**config.mk**
```make
export PLATFORM = sky130hd
export DESIGN_NAME = accumulator_machine_executor_unit_flat
export DESIGN_NICKNAME = d
export VERILOG_FILES = /design/src/rtl/core/ame_pkg.sv /design/src/rtl/core/ame_channels.sv /design/src/rtl/core/accumulator_machine_executor_unit.sv /design/src/rtl/core/ame_muldiv.sv /design/src/rtl/core/ame_ctrl.sv /design/src/rtl/core/ame_dp.sv /design/src/flat_wrapper.sv
export VERILOG_INCLUDE_DIRS = /design/src /design/src/rtl/core
export SDC_FILE = /design/constraint.sdc
export NUM_CORES = 2
export LEC_CHECK = 0
export ABC_AREA = 1
export BUFFER_PORTS_ARGS = -buffer_cell sky130_fd_sc_hd__buf_2
export CORE_MARGIN = 5
export CORE_UTILIZATION = 45
export CTS_BUF_LIST = sky130_fd_sc_hd__clkbuf_4 sky130_fd_sc_hd__clkbuf_8
export DETAILED_ROUTE_END_ITERATION = 8
export HOLD_SLACK_MARGIN = 0.1
export PLACE_DENSITY = 0.57
export SLEW_MARGIN = 10
export SYNTH_ARGS = -nofsm -noshare
export SYNTH_HDL_FRONTEND = slang
export SYNTH_SLANG_ARGS = --single-unit
```
**constraint.sdc**
```tcl
create_clock -name i_clk -period 12.4 [get_ports i_clk]
set_input_delay 3.1 -clock i_clk [delete_from_list [all_inputs] [get_ports i_clk]]
set_output_delay 3.1 -clock i_clk [all_outputs]
set_load 0.05 [all_outputs]
```
**src/rtl/core/accumulator_machine_executor_unit_assert.svh**
```systemverilog
// Assertion macros shared by the accumulator machine executor RTL.
`ifndef ACCUMULATOR_MACHINE_EXECUTOR_UNIT_ASSERT_SVH
`define ACCUMULATOR_MACHINE_EXECUTOR_UNIT_ASSERT_SVH

`ifndef SYNTHESIS
// Same-cycle implication, clocked on i_clk, off while in reset
`define AME_CHECK_NOW(name, ante, cons, msg) \
    name: assert property (@(posedge i_clk) disable iff (!i_rst_n) (ante) |-> (cons)) \
        else $error(msg);
// Next-cycle implication, clocked on i_clk, off while in reset
`define AME_CHECK_NEXT(name, ante, cons, msg) \
    name: assert property (@(posedge i_clk) disable iff (!i_rst_n) (ante) |=> (cons)) \
        else $error(msg);
`else
`define AME_CHECK_NOW(name, ante, cons, msg)
`define AME_CHECK_NEXT(name, ante, cons, msg)
`endif

`endif

```
**src/rtl/core/ame_pkg.sv**
```systemverilog
// Shared types and constants of the accumulator machine executor.
package ame_pkg;

    // Storage and field geometry
    localparam int MEMORY_WORDS = 100;
    localparam int ADDR_BITS    = 7;
    localparam int INSTR_BITS   = 14;
    localparam int FIELD_BITS   = 7;
    localparam int ENTRY_BITS   = 32;

    // Divide-by-100 via reciprocal: q = (instr * 5243) >> 19, exact for 14-bit inputs
    localparam int              DEC_BASE    = 100;
    localparam int              RECIP_BITS  = 13;
    localparam logic [12:0]     DEC_RECIP   = 13'd5243;
    localparam int              DEC_SHIFT   = 19;
    localparam int              PROD_BITS   = INSTR_BITS + RECIP_BITS;
    localparam int              QUOT_BITS   = PROD_BITS - DEC_SHIFT;
    localparam int              OPCODE_LAST = 99;

    // Opcodes
    localparam logic [FIELD_BITS-1:0] OP_READ    = 7'd10;
    localparam logic [FIELD_BITS-1:0] OP_WRITE   = 7'd11;
    localparam logic [FIELD_BITS-1:0] OP_LOAD    = 7'd20;
    localparam logic [FIELD_BITS-1:0] OP_STORE   = 7'd21;
    localparam logic [FIELD_BITS-1:0] OP_ADD     = 7'd30;
    localparam logic [FIELD_BITS-1:0] OP_SUB     = 7'd31;
    localparam logic [FIELD_BITS-1:0] OP_DIVIDE  = 7'd32;
    localparam logic [FIELD_BITS-1:0] OP_MULT    = 7'd33;
    localparam logic [FIELD_BITS-1:0] OP_CLEAR   = 7'd43;
    localparam logic [FIELD_BITS-1:0] OP_INVALID = 7'd127;

    typedef enum logic [1:0] {
        STS_OK       = 2'd0,
        STS_BAD_OP   = 2'd1,
        STS_DIV_ZERO = 2'd2
    } t_status;

    typedef enum logic [2:0] {
        ST_IDLE,
        ST_DIV100,
        ST_SPLIT,
        ST_READ,
        ST_EXEC,
        ST_ITER,
        ST_FINISH
    } t_state;

    // Controller to datapath
    typedef struct packed {
        logic capture;
        logic div100;
        logic split;
        logic read;
        logic exec;
        logic iter_take;
        logic commit;
    } t_ctrl_cmd;

    // Datapath to controller
    typedef struct packed {
        logic needs_iter;
        logic iter_done;
        logic out_free;
    } t_dp_sts;

endpackage

```
**src/rtl/core/ame_channels.sv**
```systemverilog
// Handshake channel interfaces for instruction input and execution results.
interface ame_in_if import ame_pkg::*; ();
    logic                         valid;
    logic                         ready;
    logic        [INSTR_BITS-1:0] instruction;
    logic signed [ENTRY_BITS-1:0] entered_word;

    modport source (output valid, instruction, entered_word, input ready);
    modport sink   (input valid, instruction, entered_word, output ready);
endinterface

interface ame_out_if import ame_pkg::*; ();
    logic                         valid;
    logic                         ready;
    logic        [FIELD_BITS-1:0] opcode;
    logic        [FIELD_BITS-1:0] address;
    logic signed [ENTRY_BITS-1:0] accumulator_value;
    logic signed [ENTRY_BITS-1:0] addressed_word;
    logic                         write_out;
    logic                  [1:0]  status;

    modport source (output valid, opcode, address, accumulator_value, addressed_word,
                    write_out, status, input ready);
    modport sink   (input valid, opcode, address, accumulator_value, addressed_word,
                    write_out, status, output ready);
endinterface

```
**src/rtl/core/accumulator_machine_executor_unit.sv**
```systemverilog
// Accumulator machine executor: top level joining controller and datapath.
//
// Input channel i_in carries one four-digit decimal instruction and an entered
// data word per transfer; output channel o_out returns one result per instruction:
// decoded opcode and address, accumulator after execution, the addressed memory
// word after execution, an output flag and a status code.
// Each instruction passes through capture, divide-by-100, split, memory read and
// execute; multiply and divide by a nonzero word then wait for the iterative unit.
// A new instruction is taken only once the previous one has committed; the shared
// multiply/divide unit retires one bit per cycle.
// Reset (synchronous, active low) clears the accumulator and marks every memory
// word as zero through per-word valid bits; the block is ready the cycle after.
// Results sit in an output register: the next instruction is taken while a
// result waits, and only its hand-off stalls until the receiver takes the result.
module accumulator_machine_executor_unit import ame_pkg::*; #(
    parameter int WORD_BITS = 32
) (
    input  logic      i_clk,
    input  logic      i_rst_n,
    ame_in_if.sink    i_in,
    ame_out_if.source o_out
);
    t_ctrl_cmd w_cmd;
    t_dp_sts   w_sts;
    logic      w_in_ready;

    // Sequencer
    ame_ctrl u_ctrl (
        .i_clk      (i_clk),
        .i_rst_n    (i_rst_n),
        .i_in_valid (i_in.valid),
        .o_in_ready (w_in_ready),
        .i_sts      (w_sts),
        .o_cmd      (w_cmd)
    );

    // Datapath
    ame_dp #(
        .WORD_BITS (WORD_BITS)
    ) u_dp (
        .i_clk          (i_clk),
        .i_rst_n        (i_rst_n),
        .i_cmd          (w_cmd),
        .o_sts          (w_sts),
        .i_instruction  (i_in.instruction),
        .i_entered_word (i_in.entered_word),
        .o_out          (o_out)
    );

    assign i_in.ready = w_in_ready;

endmodule

```
**src/rtl/core/ame_muldiv.sv**
```systemverilog
// Bit-serial multiplier and truncating signed divider, one bit per cycle.
module ame_muldiv #(
    parameter int WORD_BITS = 32
) (
    input  logic                 i_clk,
    input  logic                 i_rst_n,
    input  logic                 i_start,
    input  logic                 i_divide,
    input  logic [WORD_BITS-1:0] i_a,
    input  logic [WORD_BITS-1:0] i_b,
    output logic                 o_done,
    output logic [WORD_BITS-1:0] o_result
);
    localparam int CNT_BITS = $clog2(WORD_BITS + 1);

    logic                 r_busy;
    logic                 r_done;
    logic [CNT_BITS-1:0]  r_cnt;
    logic                 r_div;
    logic                 r_neg;
    logic [WORD_BITS-1:0] r_a;
    logic [WORD_BITS-1:0] r_b;
    logic [WORD_BITS-1:0] r_p;
    logic [WORD_BITS-1:0] r_rem;

    logic [WORD_BITS-1:0] w_mag_a;
    logic [WORD_BITS-1:0] w_mag_b;
    logic [WORD_BITS:0]   w_rem_sh;
    logic [WORD_BITS:0]   w_diff;

    // Operand magnitudes for the divider
    assign w_mag_a = i_a[WORD_BITS-1] ? ('0 - i_a) : i_a;
    assign w_mag_b = i_b[WORD_BITS-1] ? ('0 - i_b) : i_b;

    // Restoring step: shift in next dividend bit, trial subtract
    assign w_rem_sh = {r_rem, r_a[WORD_BITS-1]};
    assign w_diff   = w_rem_sh - {1'b0, r_b};

    // Step counter and done pulse
    always_ff @(posedge i_clk) begin
        if (!i_rst_n) begin
            r_busy <= 1'b0;
            r_done <= 1'b0;
            r_cnt  <= '0;
        end else begin
            r_done <= r_busy && (r_cnt == CNT_BITS'(1));
            if (i_start) begin
                r_busy <= 1'b1;
                r_cnt  <= CNT_BITS'(WORD_BITS);
            end else if (r_busy) begin
                r_cnt <= r_cnt - 1'b1;
                if (r_cnt == CNT_BITS'(1)) begin
                    r_busy <= 1'b0;
                end
            end
        end
    end

    // Shift-add multiply / shift-subtract divide
    always_ff @(posedge i_clk) begin
        if (i_start) begin
            r_div <= i_divide;
            r_neg <= i_a[WORD_BITS-1] ^ i_b[WORD_BITS-1];
            r_a   <= i_divide ? w_mag_a : i_a;
            r_b   <= i_divide ? w_mag_b : i_b;
            r_p   <= '0;
            r_rem <= '0;
        end else if (r_busy) begin
            r_a <= r_a << 1;
            if (r_div) begin
                r_rem <= w_diff[WORD_BITS] ? w_rem_sh[WORD_BITS-1:0] : w_diff[WORD_BITS-1:0];
                r_p   <= {r_p[WORD_BITS-2:0], ~w_diff[WORD_BITS]};
            end else begin
                r_b <= r_b >> 1;
                if (r_b[0]) begin
                    r_p <= r_p + r_a;
                end
            end
        end
    end

    // Quotient sign fix-up; wraps for most negative over minus one
    assign o_result = (r_div && r_neg) ? ('0 - r_p) : r_p;
    assign o_done   = r_done;

endmodule

```
**src/rtl/core/ame_ctrl.sv**
```systemverilog
// Sequencing state machine: decode, memory read, execute, result hand-off.
`include "accumulator_machine_executor_unit_assert.svh"

module ame_ctrl import ame_pkg::*; (
    input  logic      i_clk,
    input  logic      i_rst_n,
    input  logic      i_in_valid,
    output logic      o_in_ready,
    input  t_dp_sts   i_sts,
    output t_ctrl_cmd o_cmd
);
    t_state r_state;
    t_state n_state;

    // State register
    always_ff @(posedge i_clk) begin
        if (!i_rst_n) begin
            r_state <= ST_IDLE;
        end else begin
            r_state <= n_state;
        end
    end

    // Next state and commands
    always_comb begin
        n_state    = r_state;
        o_cmd      = '0;
        o_in_ready = 1'b0;
        unique case (r_state)
            ST_IDLE: begin
                o_in_ready = 1'b1;
                if (i_in_valid) begin
                    o_cmd.capture = 1'b1;
                    n_state       = ST_DIV100;
                end
            end
            ST_DIV100: begin
                o_cmd.div100 = 1'b1;
                n_state      = ST_SPLIT;
            end
            ST_SPLIT: begin
                o_cmd.split = 1'b1;
                n_state     = ST_READ;
            end
            ST_READ: begin
                o_cmd.read = 1'b1;
                n_state    = ST_EXEC;
            end
            ST_EXEC: begin
                o_cmd.exec = 1'b1;
                n_state    = i_sts.needs_iter ? ST_ITER : ST_FINISH;
            end
            ST_ITER: begin
                if (i_sts.iter_done) begin
                    o_cmd.iter_take = 1'b1;
                    n_state         = ST_FINISH;
                end
            end
            ST_FINISH: begin
                // wait for the result register to free up
                if (i_sts.out_free) begin
                    o_cmd.commit = 1'b1;
                    n_state      = ST_IDLE;
                end
            end
            default: begin
                n_state = ST_IDLE;
            end
        endcase
    end

    `AME_CHECK_NEXT(a_accept_starts_decode, o_cmd.capture, r_state == ST_DIV100, "accept did not start decode")
    `AME_CHECK_NOW(a_iter_done_in_iter, i_sts.iter_done, r_state == ST_ITER, "iterative unit done outside wait")
    `AME_CHECK_NEXT(a_simple_op_finishes, o_cmd.exec && !i_sts.needs_iter, r_state == ST_FINISH, "simple op did not finish")

endmodule

```
**src/rtl/core/ame_dp.sv**
```systemverilog
// Datapath: decimal decode, accumulator, data memory, execute and result register.
`include "accumulator_machine_executor_unit_assert.svh"

module ame_dp import ame_pkg::*; #(
    parameter int WORD_BITS = 32
) (
    input  logic                         i_clk,
    input  logic                         i_rst_n,
    input  t_ctrl_cmd                    i_cmd,
    output t_dp_sts                      o_sts,
    input  logic        [INSTR_BITS-1:0] i_instruction,
    input  logic signed [ENTRY_BITS-1:0] i_entered_word,
    ame_out_if.source                    o_out
);
    // Item registers
    logic [INSTR_BITS-1:0] r_instr;
    logic [WORD_BITS-1:0]  r_entered;
    logic [QUOT_BITS-1:0]  r_quot;
    logic [FIELD_BITS-1:0] r_opcode;
    logic [ADDR_BITS-1:0]  r_addr;
    logic [WORD_BITS-1:0]  r_rd_data;
    logic                  r_rd_vld;

    // Architectural state
    logic [WORD_BITS-1:0]    r_acc;
    logic [WORD_BITS-1:0]    r_mem [MEMORY_WORDS];
    logic [MEMORY_WORDS-1:0] r_vld;

    // Execute results
    logic [WORD_BITS-1:0] r_new_acc;
    logic                 r_mem_we;
    logic [WORD_BITS-1:0] r_mem_wd;
    logic                 r_wr;
    t_status              r_status;
    logic [WORD_BITS-1:0] n_new_acc;
    logic                 n_mem_we;
    logic [WORD_BITS-1:0] n_mem_wd;
    logic                 n_wr;
    t_status              n_status;

    // Result register
    logic                  r_out_valid;
    logic [FIELD_BITS-1:0] r_out_opcode;
    logic [FIELD_BITS-1:0] r_out_addr;
    logic [ENTRY_BITS-1:0] r_out_acc;
    logic [ENTRY_BITS-1:0] r_out_word;
    logic                  r_out_wr;
    t_status               r_out_status;

    logic [PROD_BITS-1:0]  w_recip_prod;
    logic [INSTR_BITS-1:0] w_hundreds;
    logic [INSTR_BITS-1:0] w_rem;
    logic [WORD_BITS-1:0]  w_operand;
    logic                  w_needs_iter;
    logic                  w_iter_div;
    logic                  w_iter_done;
    logic [WORD_BITS-1:0]  w_iter_result;
    logic                  w_out_free;

    // Input capture; entered word sign-extended or truncated to the word width
    always_ff @(posedge i_clk) begin
        if (i_cmd.capture) begin
            r_instr   <= i_instruction;
            r_entered <= WORD_BITS'(i_entered_word);
        end
    end

    // Decode: quotient by reciprocal, then remainder
    assign w_recip_prod = PROD_BITS'(r_instr) * PROD_BITS'(DEC_RECIP);
    assign w_hundreds   = INSTR_BITS'(r_quot) * INSTR_BITS'(DEC_BASE);
    assign w_rem        = r_instr - w_hundreds;

    always_ff @(posedge i_clk) begin
        if (i_cmd.div100) begin
            r_quot <= w_recip_prod[DEC_SHIFT +: QUOT_BITS];
        end
        if (i_cmd.split) begin
            r_addr   <= w_rem[ADDR_BITS-1:0];
            r_opcode <= (r_quot > QUOT_BITS'(OPCODE_LAST)) ? OP_INVALID
                                                           : r_quot[FIELD_BITS-1:0];
        end
    end

    // Data memory: registered read, write at commit
    always_ff @(posedge i_clk) begin
        if (i_cmd.read) begin
            r_rd_data <= r_mem[r_addr];
        end
        if (i_cmd.commit && r_mem_we) begin
            r_mem[r_addr] <= r_mem_wd;
        end
    end

    // Per-word valid bits stand in for the cleared memory
    always_ff @(posedge i_clk) begin
        if (!i_rst_n) begin
            r_vld    <= '0;
            r_rd_vld <= 1'b0;
        end else begin
            if (i_cmd.read) begin
                r_rd_vld <= r_vld[r_addr];
            end
            if (i_cmd.commit && r_mem_we) begin
                r_vld[r_addr] <= 1'b1;
            end
        end
    end

    assign w_operand = r_rd_vld ? r_rd_data : '0;

    // Execute decode
    always_comb begin
        n_new_acc    = r_acc;
        n_mem_we     = 1'b0;
        n_mem_wd     = r_acc;
        n_wr         = 1'b0;
        n_status     = STS_OK;
        w_needs_iter = 1'b0;
        w_iter_div   = 1'b0;
        unique case (r_opcode)
            OP_READ: begin
                n_mem_we = 1'b1;
                n_mem_wd = r_entered;
            end
            OP_WRITE: begin
                n_wr = 1'b1;
            end
            OP_LOAD: begin
                n_new_acc = w_operand;
            end
            OP_STORE: begin
                n_mem_we  = 1'b1;
                n_new_acc = '0;
            end
            OP_ADD: begin
                n_new_acc = r_acc + w_operand;
            end
            OP_SUB: begin
                n_new_acc = r_acc - w_operand;
            end
            OP_DIVIDE: begin
                // zero divisor: report, accumulator kept
                if (w_operand == '0) begin
                    n_status = STS_DIV_ZERO;
                end else begin
                    w_needs_iter = 1'b1;
                    w_iter_div   = 1'b1;
                end
            end
            OP_MULT: begin
                w_needs_iter = 1'b1;
            end
            OP_CLEAR: begin
                n_new_acc = '0;
            end
            default: begin
                n_status = STS_BAD_OP;
            end
        endcase
    end

    ame_muldiv #(
        .WORD_BITS (WORD_BITS)
    ) u_muldiv (
        .i_clk    (i_clk),
        .i_rst_n  (i_rst_n),
        .i_start  (i_cmd.exec && w_needs_iter),
        .i_divide (w_iter_div),
        .i_a      (r_acc),
        .i_b      (w_operand),
        .o_done   (w_iter_done),
        .o_result (w_iter_result)
    );

    // Execute result registers
    always_ff @(posedge i_clk) begin
        if (i_cmd.exec) begin
            r_new_acc <= n_new_acc;
            r_mem_we  <= n_mem_we;
            r_mem_wd  <= n_mem_wd;
            r_wr      <= n_wr;
            r_status  <= n_status;
        end else if (i_cmd.iter_take) begin
            r_new_acc <= w_iter_result;
        end
    end

    // Accumulator
    always_ff @(posedge i_clk) begin
        if (!i_rst_n) begin
            r_acc <= '0;
        end else if (i_cmd.commit) begin
            r_acc <= r_new_acc;
        end
    end

    // Result register and its transfer handshake
    assign w_out_free = !r_out_valid || o_out.ready;

    always_ff @(posedge i_clk) begin
        if (!i_rst_n) begin
            r_out_valid <= 1'b0;
        end else if (i_cmd.commit) begin
            r_out_valid <= 1'b1;
        end else if (o_out.ready) begin
            r_out_valid <= 1'b0;
        end
    end

    always_ff @(posedge i_clk) begin
        if (i_cmd.commit) begin
            r_out_opcode <= r_opcode;
            r_out_addr   <= r_addr;
            r_out_acc    <= ENTRY_BITS'(r_new_acc);
            r_out_word   <= r_mem_we ? ENTRY_BITS'(r_mem_wd) : ENTRY_BITS'(w_operand);
            r_out_wr     <= r_wr;
            r_out_status <= r_status;
        end
    end

    assign o_out.valid             = r_out_valid;
    assign o_out.opcode            = r_out_opcode;
    assign o_out.address           = r_out_addr;
    assign o_out.accumulator_value = r_out_acc;
    assign o_out.addressed_word    = r_out_word;
    assign o_out.write_out         = r_out_wr;
    assign o_out.status            = r_out_status;

    assign o_sts.needs_iter = w_needs_iter;
    assign o_sts.iter_done  = w_iter_done;
    assign o_sts.out_free   = w_out_free;

    `AME_CHECK_NOW(a_write_flag_opcode, o_out.valid && o_out.write_out, o_out.opcode == OP_WRITE, "write flag on wrong opcode")
    `AME_CHECK_NOW(a_div_zero_opcode, o_out.valid && (o_out.status == STS_DIV_ZERO), o_out.opcode == OP_DIVIDE, "divide status on wrong opcode")
    `AME_CHECK_NEXT(a_addr_in_range, i_cmd.split, r_addr < ADDR_BITS'(MEMORY_WORDS), "decoded address out of range")

endmodule

```
**src/flat_wrapper.sv**
```systemverilog
// flat-port wrapper written by rule: the top's interface ports become plain ports
module accumulator_machine_executor_unit_flat import ame_pkg::*;
#(
    parameter int WORD_BITS = 32
)
  (i_clk, i_rst_n, i_in_valid, i_in_instruction, i_in_entered_word, i_in_ready, o_out_valid, o_out_opcode, o_out_address, o_out_accumulator_value, o_out_addressed_word, o_out_write_out, o_out_status, o_out_ready);
  ame_in_if i_in_i ();
  ame_out_if o_out_i ();
  input  logic i_clk;
  input  logic i_rst_n;
  input wire logic [$bits(i_in_i.valid)-1:0] i_in_valid;
  input wire logic [$bits(i_in_i.instruction)-1:0] i_in_instruction;
  input wire logic [$bits(i_in_i.entered_word)-1:0] i_in_entered_word;
  output wire logic [$bits(i_in_i.ready)-1:0] i_in_ready;
  output wire logic [$bits(o_out_i.valid)-1:0] o_out_valid;
  output wire logic [$bits(o_out_i.opcode)-1:0] o_out_opcode;
  output wire logic [$bits(o_out_i.address)-1:0] o_out_address;
  output wire logic [$bits(o_out_i.accumulator_value)-1:0] o_out_accumulator_value;
  output wire logic [$bits(o_out_i.addressed_word)-1:0] o_out_addressed_word;
  output wire logic [$bits(o_out_i.write_out)-1:0] o_out_write_out;
  output wire logic [$bits(o_out_i.status)-1:0] o_out_status;
  input wire logic [$bits(o_out_i.ready)-1:0] o_out_ready;
  assign i_in_i.valid = i_in_valid;
  assign i_in_i.instruction = i_in_instruction;
  assign i_in_i.entered_word = i_in_entered_word;
  assign i_in_ready = i_in_i.ready;
  assign o_out_valid = o_out_i.valid;
  assign o_out_opcode = o_out_i.opcode;
  assign o_out_address = o_out_i.address;
  assign o_out_accumulator_value = o_out_i.accumulator_value;
  assign o_out_addressed_word = o_out_i.addressed_word;
  assign o_out_write_out = o_out_i.write_out;
  assign o_out_status = o_out_i.status;
  assign o_out_i.ready = o_out_ready;
  accumulator_machine_executor_unit #(.WORD_BITS(WORD_BITS)) u_core (.i_clk(i_clk), .i_rst_n(i_rst_n), .i_in(i_in_i), .o_out(o_out_i));
endmodule
```
Word-level counts from Yosys, hierarchy flattened. Memories as Yosys holds them, arrays and structs flattened. A register that Yosys moved wholly into a read port is not among the register bits. Index checks and enable logic that the tools add are counted. W data, S select, Z words.

Register bits after elaboration: 492. Memory bits (writable): 3200. Bits of input ports: 50. Output and inout bits: 83. Memories: 1.

Memory list: u_core.u_dp.r_mem (words 100, bits a word 32, read ports 1, clocked after Yosys merged registers in 1, wr ports 1, line ame_dp.sv:26) `logic [WORD_BITS-1:0] r_mem [MEMORY_WORDS];`.

Add/sub/neg operators: 9. Multipliers: 2. Order comparisons: 3. Equal/unequal tests: 20. Multiplexer cells: 55. Bitwise gates (word level): 4. Reductions and logical operators: 21.

Operators by type and width (number): $mux W32 (18); $pmux W32 S4 (1); $or A100 B100 Y100 (1); $sub A1 B32 Y32 const A (3); $add A32 B32 Y32 (2); $sub A33 B32 Y33 (1); $logic_not A32 Y1 (1); $sub A32 B32 Y32 (1); $eq A7 B5 Y1 const B (4); $mul A14 B13 Y27 const B (1); $mux W1 (24); $eq A7 B6 Y1 const B (3); $pmux W3 S7 (1); $eq A7 B4 Y1 const B (2); $mux W6 (2); $eq A3 B3 Y1 const B (3); $mux W3 (3); $gt A8 B7 Y1 const B (1); $lt A7 B8 Y1 const B (1); $mul A8 B5 Y5 const B (1); $reduce_bool A2 Y1 (4); $reduce_or A8 Y1 (1); $bmux W1 S7 (1); $demux W1 S7 (1); 20 further kinds (33).

Depth between registers and ports, before layout.
Word-level depth: 7. Mapped depth: 26. Gate-level depth less buffers: 24.

Cells and area by module. Synthesis repeated with hierarchy kept, for this count alone.

Cell total of the unflattened synthesis: 13021. Area, all modules: 154438.1 sq um.

By module, submodules not included: ame_dp (times used 1, cells an instance 10873, area each 141256.7 sq um, sequential area each 106251.9 sq um); ame_muldiv (times used 1, cells an instance 2101, area each 12917.4 sq um, sequential area each 3423.3 sq um); ame_ctrl (times used 1, cells an instance 47, area each 264.0 sq um, sequential area each 60.1 sq um).

Worst setup path before layout. No wires, ideal clock.

Path type: input to register. Start point: input o_out_ready. End point: memory u_core.u_dp.r_mem[32][0], enable pin. Library setup time: 0.423 ns. Data arrival time: 7.319 ns. Required time: 11.977 ns. Setup slack: 4.658 ns. Cell stages on the path: 8. Path buffers: 0. Path through: nor2_1 -> inv_1 -> nand2_1 -> inv_1 -> nand2_1 -> inv_1 -> nand2_1 -> nor2_1.

RTL lines: start, declared (line flat_wrapper.sv:22) `input wire logic [$bits(o_out_i.ready)-1:0] o_out_ready;`; end, declared (line ame_dp.sv:26).

==> impl_metrics.yaml <==
setup_path:
  rrSetupSlack_ps: 6410
  crit_arrival_ps: 7330
  crit_fanout: 62
  worstPathRequired_ps: 13180
  start_kind: "primary input"
  r2r_start: "u_core.u_dp.r_addr[0]"
  startpoint: "o_out_ready"
  cp-end-kind: "register"
  rr_endpoint: "u_core.u_dp.r_rd_data[5]"
  critical_path_class: "primary input to register"
  r2r_cells: 13
global_routing:
  grt-ovfl-total: 0
  busiest_layer: "met2"
  grt_util_met1_pct: 39.9
  met3_usage_pct: 6.08
  grt_pass1_wl_um: 756000
  grt_pass1_vias: 101929
  grt_use_total_pct: 29.5
  grt_max_degree: 117
  antenna_found_initial: 44
  use_met2_pct: 45.6
yosys:
  synth-async-reset-ratio_pct: 0
  ys_ff_latch: 3724
  yosysWarningCount: 0
  syn_area_um2: 154000
  yosysUniqueCellTypes: 55
  synth-main-ff-cell: "edfxtp_1"
  synthCells: 13016
  post_synth.cell_area_avg_um2: 11.9
  synth_edf_count: 3515
  ys_seq_area_share_pct: 71.0
  syn_nets: 13334
pwr:
  irDropWorstVdd_mv: 0.588
  leakage_nw: 62.7
  finalPower_w: 0.0374
  p_per_area_nw_per_um2: 216
die:
  die_area_um2: 355000
  boundaryPins: 133
  die_w_um: 596
  die_h_um: 596
  rows: 215
  core-area_um2: 342000
  start_util_pct: 45.1
route:
  wire_per_inst_um: 29.3
  ant_nets: 0
  drc_errors: 0
  drt-total-wl_um: 541000
  drt_iter0_drc: 14637
  vias: 107335
  vias_per_cell: 5.81
  drt_pass1_iterations: 8
clocking:
  root_buffer: "clkbuf_8"
  cts_tree: "done"
  cts_hold_buf: 0
  ctsResizeCount: 0
  cts-buffers-inserted: 608
  htree_levels: 6
  cts.clk_slew.worst_paths_ps: 60
  cts_sinks: 3724
  post_cts_buffers: 0
  clk_latency_ps: 1210
  cts_buffer_depth: 4
final_layout:
  area_growth_pct: 12.3
  nNetsFinal: 13750
  num-fill-cells: 29809
  drive_gt1_share_pct: 11.4
  largest_register_ffs: 3200
  top_register: "u_core.u_dp.r_mem"
  top_regs: "u_core.u_dp.r_mem: 3200 flops, u_core.u_dp.r_vld: 100 flops"
sta:
  fin_crit_sh_pct: 52.8
  fin_setup_tns_ps: 0
  fmax_ghz: 0.153
  period_needed_ps: 6550
  rsz0062_at_grt: "no"
  slew_violations: 0
  whs_ps: 426
  tightest_slew_ps: 1380
  finClkSkew_ps: 66.0
  setup_violations: 0
  hold_violations: 0
  slew_headroom_pct: 6.97
outcome:
  status: "complete, no violations"
hold_path:
  worst_hold_path_type: "register to register"
  hp-start: "u_core.u_dp.r_wr"
  whs_endpoint: "u_core.u_dp.o_out.write_out"
  min_path_cells: 0
job:
  max_cap_viol_count: 0
place:
  gp_congestion: 0.945
  io_buffers: 132
  dp_hpwl_um: 333000
==> layout by cell type, fill, tap and decap left out, drive strengths merged, types with 27 or more instances in the layout <==
cell,netlist,final
nand3,526,526
a21oi,481,481
a22o,52,52
xor2,58,58
a221oi,27,27
buf,280,360
fa,67,67
nor2,866,866
a22oi,314,314
nand3b,35,35
nor3,74,74
o21ai,644,644
clkbuf,274,856
dfxtp,209,209
nand4,455,455
clkinv,6,186
o21bai,29,29
edfxtp,3515,3515
o2111ai,42,42
nand2,3816,3816
ha,201,201
inv,868,893
==> cell usage after synthesis, types with 11 or more instances <==
cell type	count	area [um2]
xor2_1	58	508
a22o_1	52	455
nand2_1	3796	14200
nor2_1	856	3210
a31oi_1	11	68.8
buf_1	76	285
xnor2_1	25	219
o21ai_1	13	65.1
and3_1	14	87.6
o2111ai_1	42	368
fa_1	67	1340
nand3_1	520	2600
ha_1	201	2510
nand4_1	455	2850
clkbuf_1	274	1030
nand3b_1	35	263
nand2_2	16	100
a21o_1	12	90.1
nor3_1	72	360
o22ai_1	25	156
edfxtp_1	3515	106000
a21oi_1	428	2140
a221oi_1	27	236
buf_2	187	936
a22oi_1	314	2360
o211ai_1	18	135
o21bai_1	29	218
dfxtp_1	209	4180
o2bb2ai_1	14	123
buf_6	13	146
a21oi_2	53	464
inv_1	845	3170
inv_2	23	86.3
o21ai_0	631	3160
==> layout make-up <==
cell class,count,area (um2),share of cell area (%)
flip-flops and latches,3724,110000,63.3
repair buffers,360,2640,1.52
inverters,874,3350,1.93
multi-input cells,7864,40000,23.0
clock buffers,856,10500,6.03
well taps,4557,5700,3.29
clock inverters,232,1540,0.889
diodes,16,40.0,0.0231
==> per-layer routing <==
metal	vias to the layer above	part of all wire (%)
li1	46775	-
met1	53158	39
met2	6223	45
met3	1173	10
met4	6	5.9
met5	-	0.011
==> how the worst max path moves through the flow <==
stage | depth (start not counted) | endpoint
3_3_place_gp | 11 | u_core.u_dp.r_mem[45][2]
3_5_place_dp | 11 | u_core.u_dp.r_mem[22][1]
2_1_floorplan | 8 | u_core.u_dp.r_mem[32][0]
6_report | 11 | u_core.u_dp.r_mem[22][17]
4_1_cts | 11 | u_core.u_dp.r_mem[22][29]
5_1_grt | 13 | u_core.u_dp.r_vld[63]
==> through the flow <==
step	worst slack, ps	utilization (%)	area, um2	std cells
floorplan	4660	-	154000	13016
global placement	4800	47.1	161000	17372
detailed placement	4730	47.1	161000	17377
CTS	6000	50.6	173000	18465
global route	5860	50.6	173000	18470
finish	5850	50.6	173000	18483
==> critical path, cell delays in order <==
cell	delay, ps
buf_2	80
nor2_1	60
inv_1	90
nand2_2	50
buf_4	350
inv_4	390
nand2_1	110
buf_4	300
inv_1	790
nand2_1	720
nor2_4	1140
==> cells by family (layout without fill, tap and decap cells) <==
kind of cell / after synthesis / after routing / synth area share (%)
and+or+nand+nor: 5809 / 5809 / 15.6
DFF: 3724 / 3724 / 71.0
AOI/OAI and AO/OA: 1700 / 1700 / 6.67
buffers and inverters: 1428 / 2322 / 3.69
adders and majority gates: 268 / 268 / 2.50
xor gates and xnor gates: 83 / 83 / 0.471
muxes: 4 / 4 / 0.0292
other: 0 / 16 / 0
==> report_power, final <==
part	leakage (nW)	switching (W)	internal, W	total, W
Sequential	33.4	0.000299	0.0148	0.0151
Combinational	23.0	0.00852	0.00310	0.0116
Clock	6.33	0.00504	0.00568	0.0107
Power figures use the tool's default switching activity.
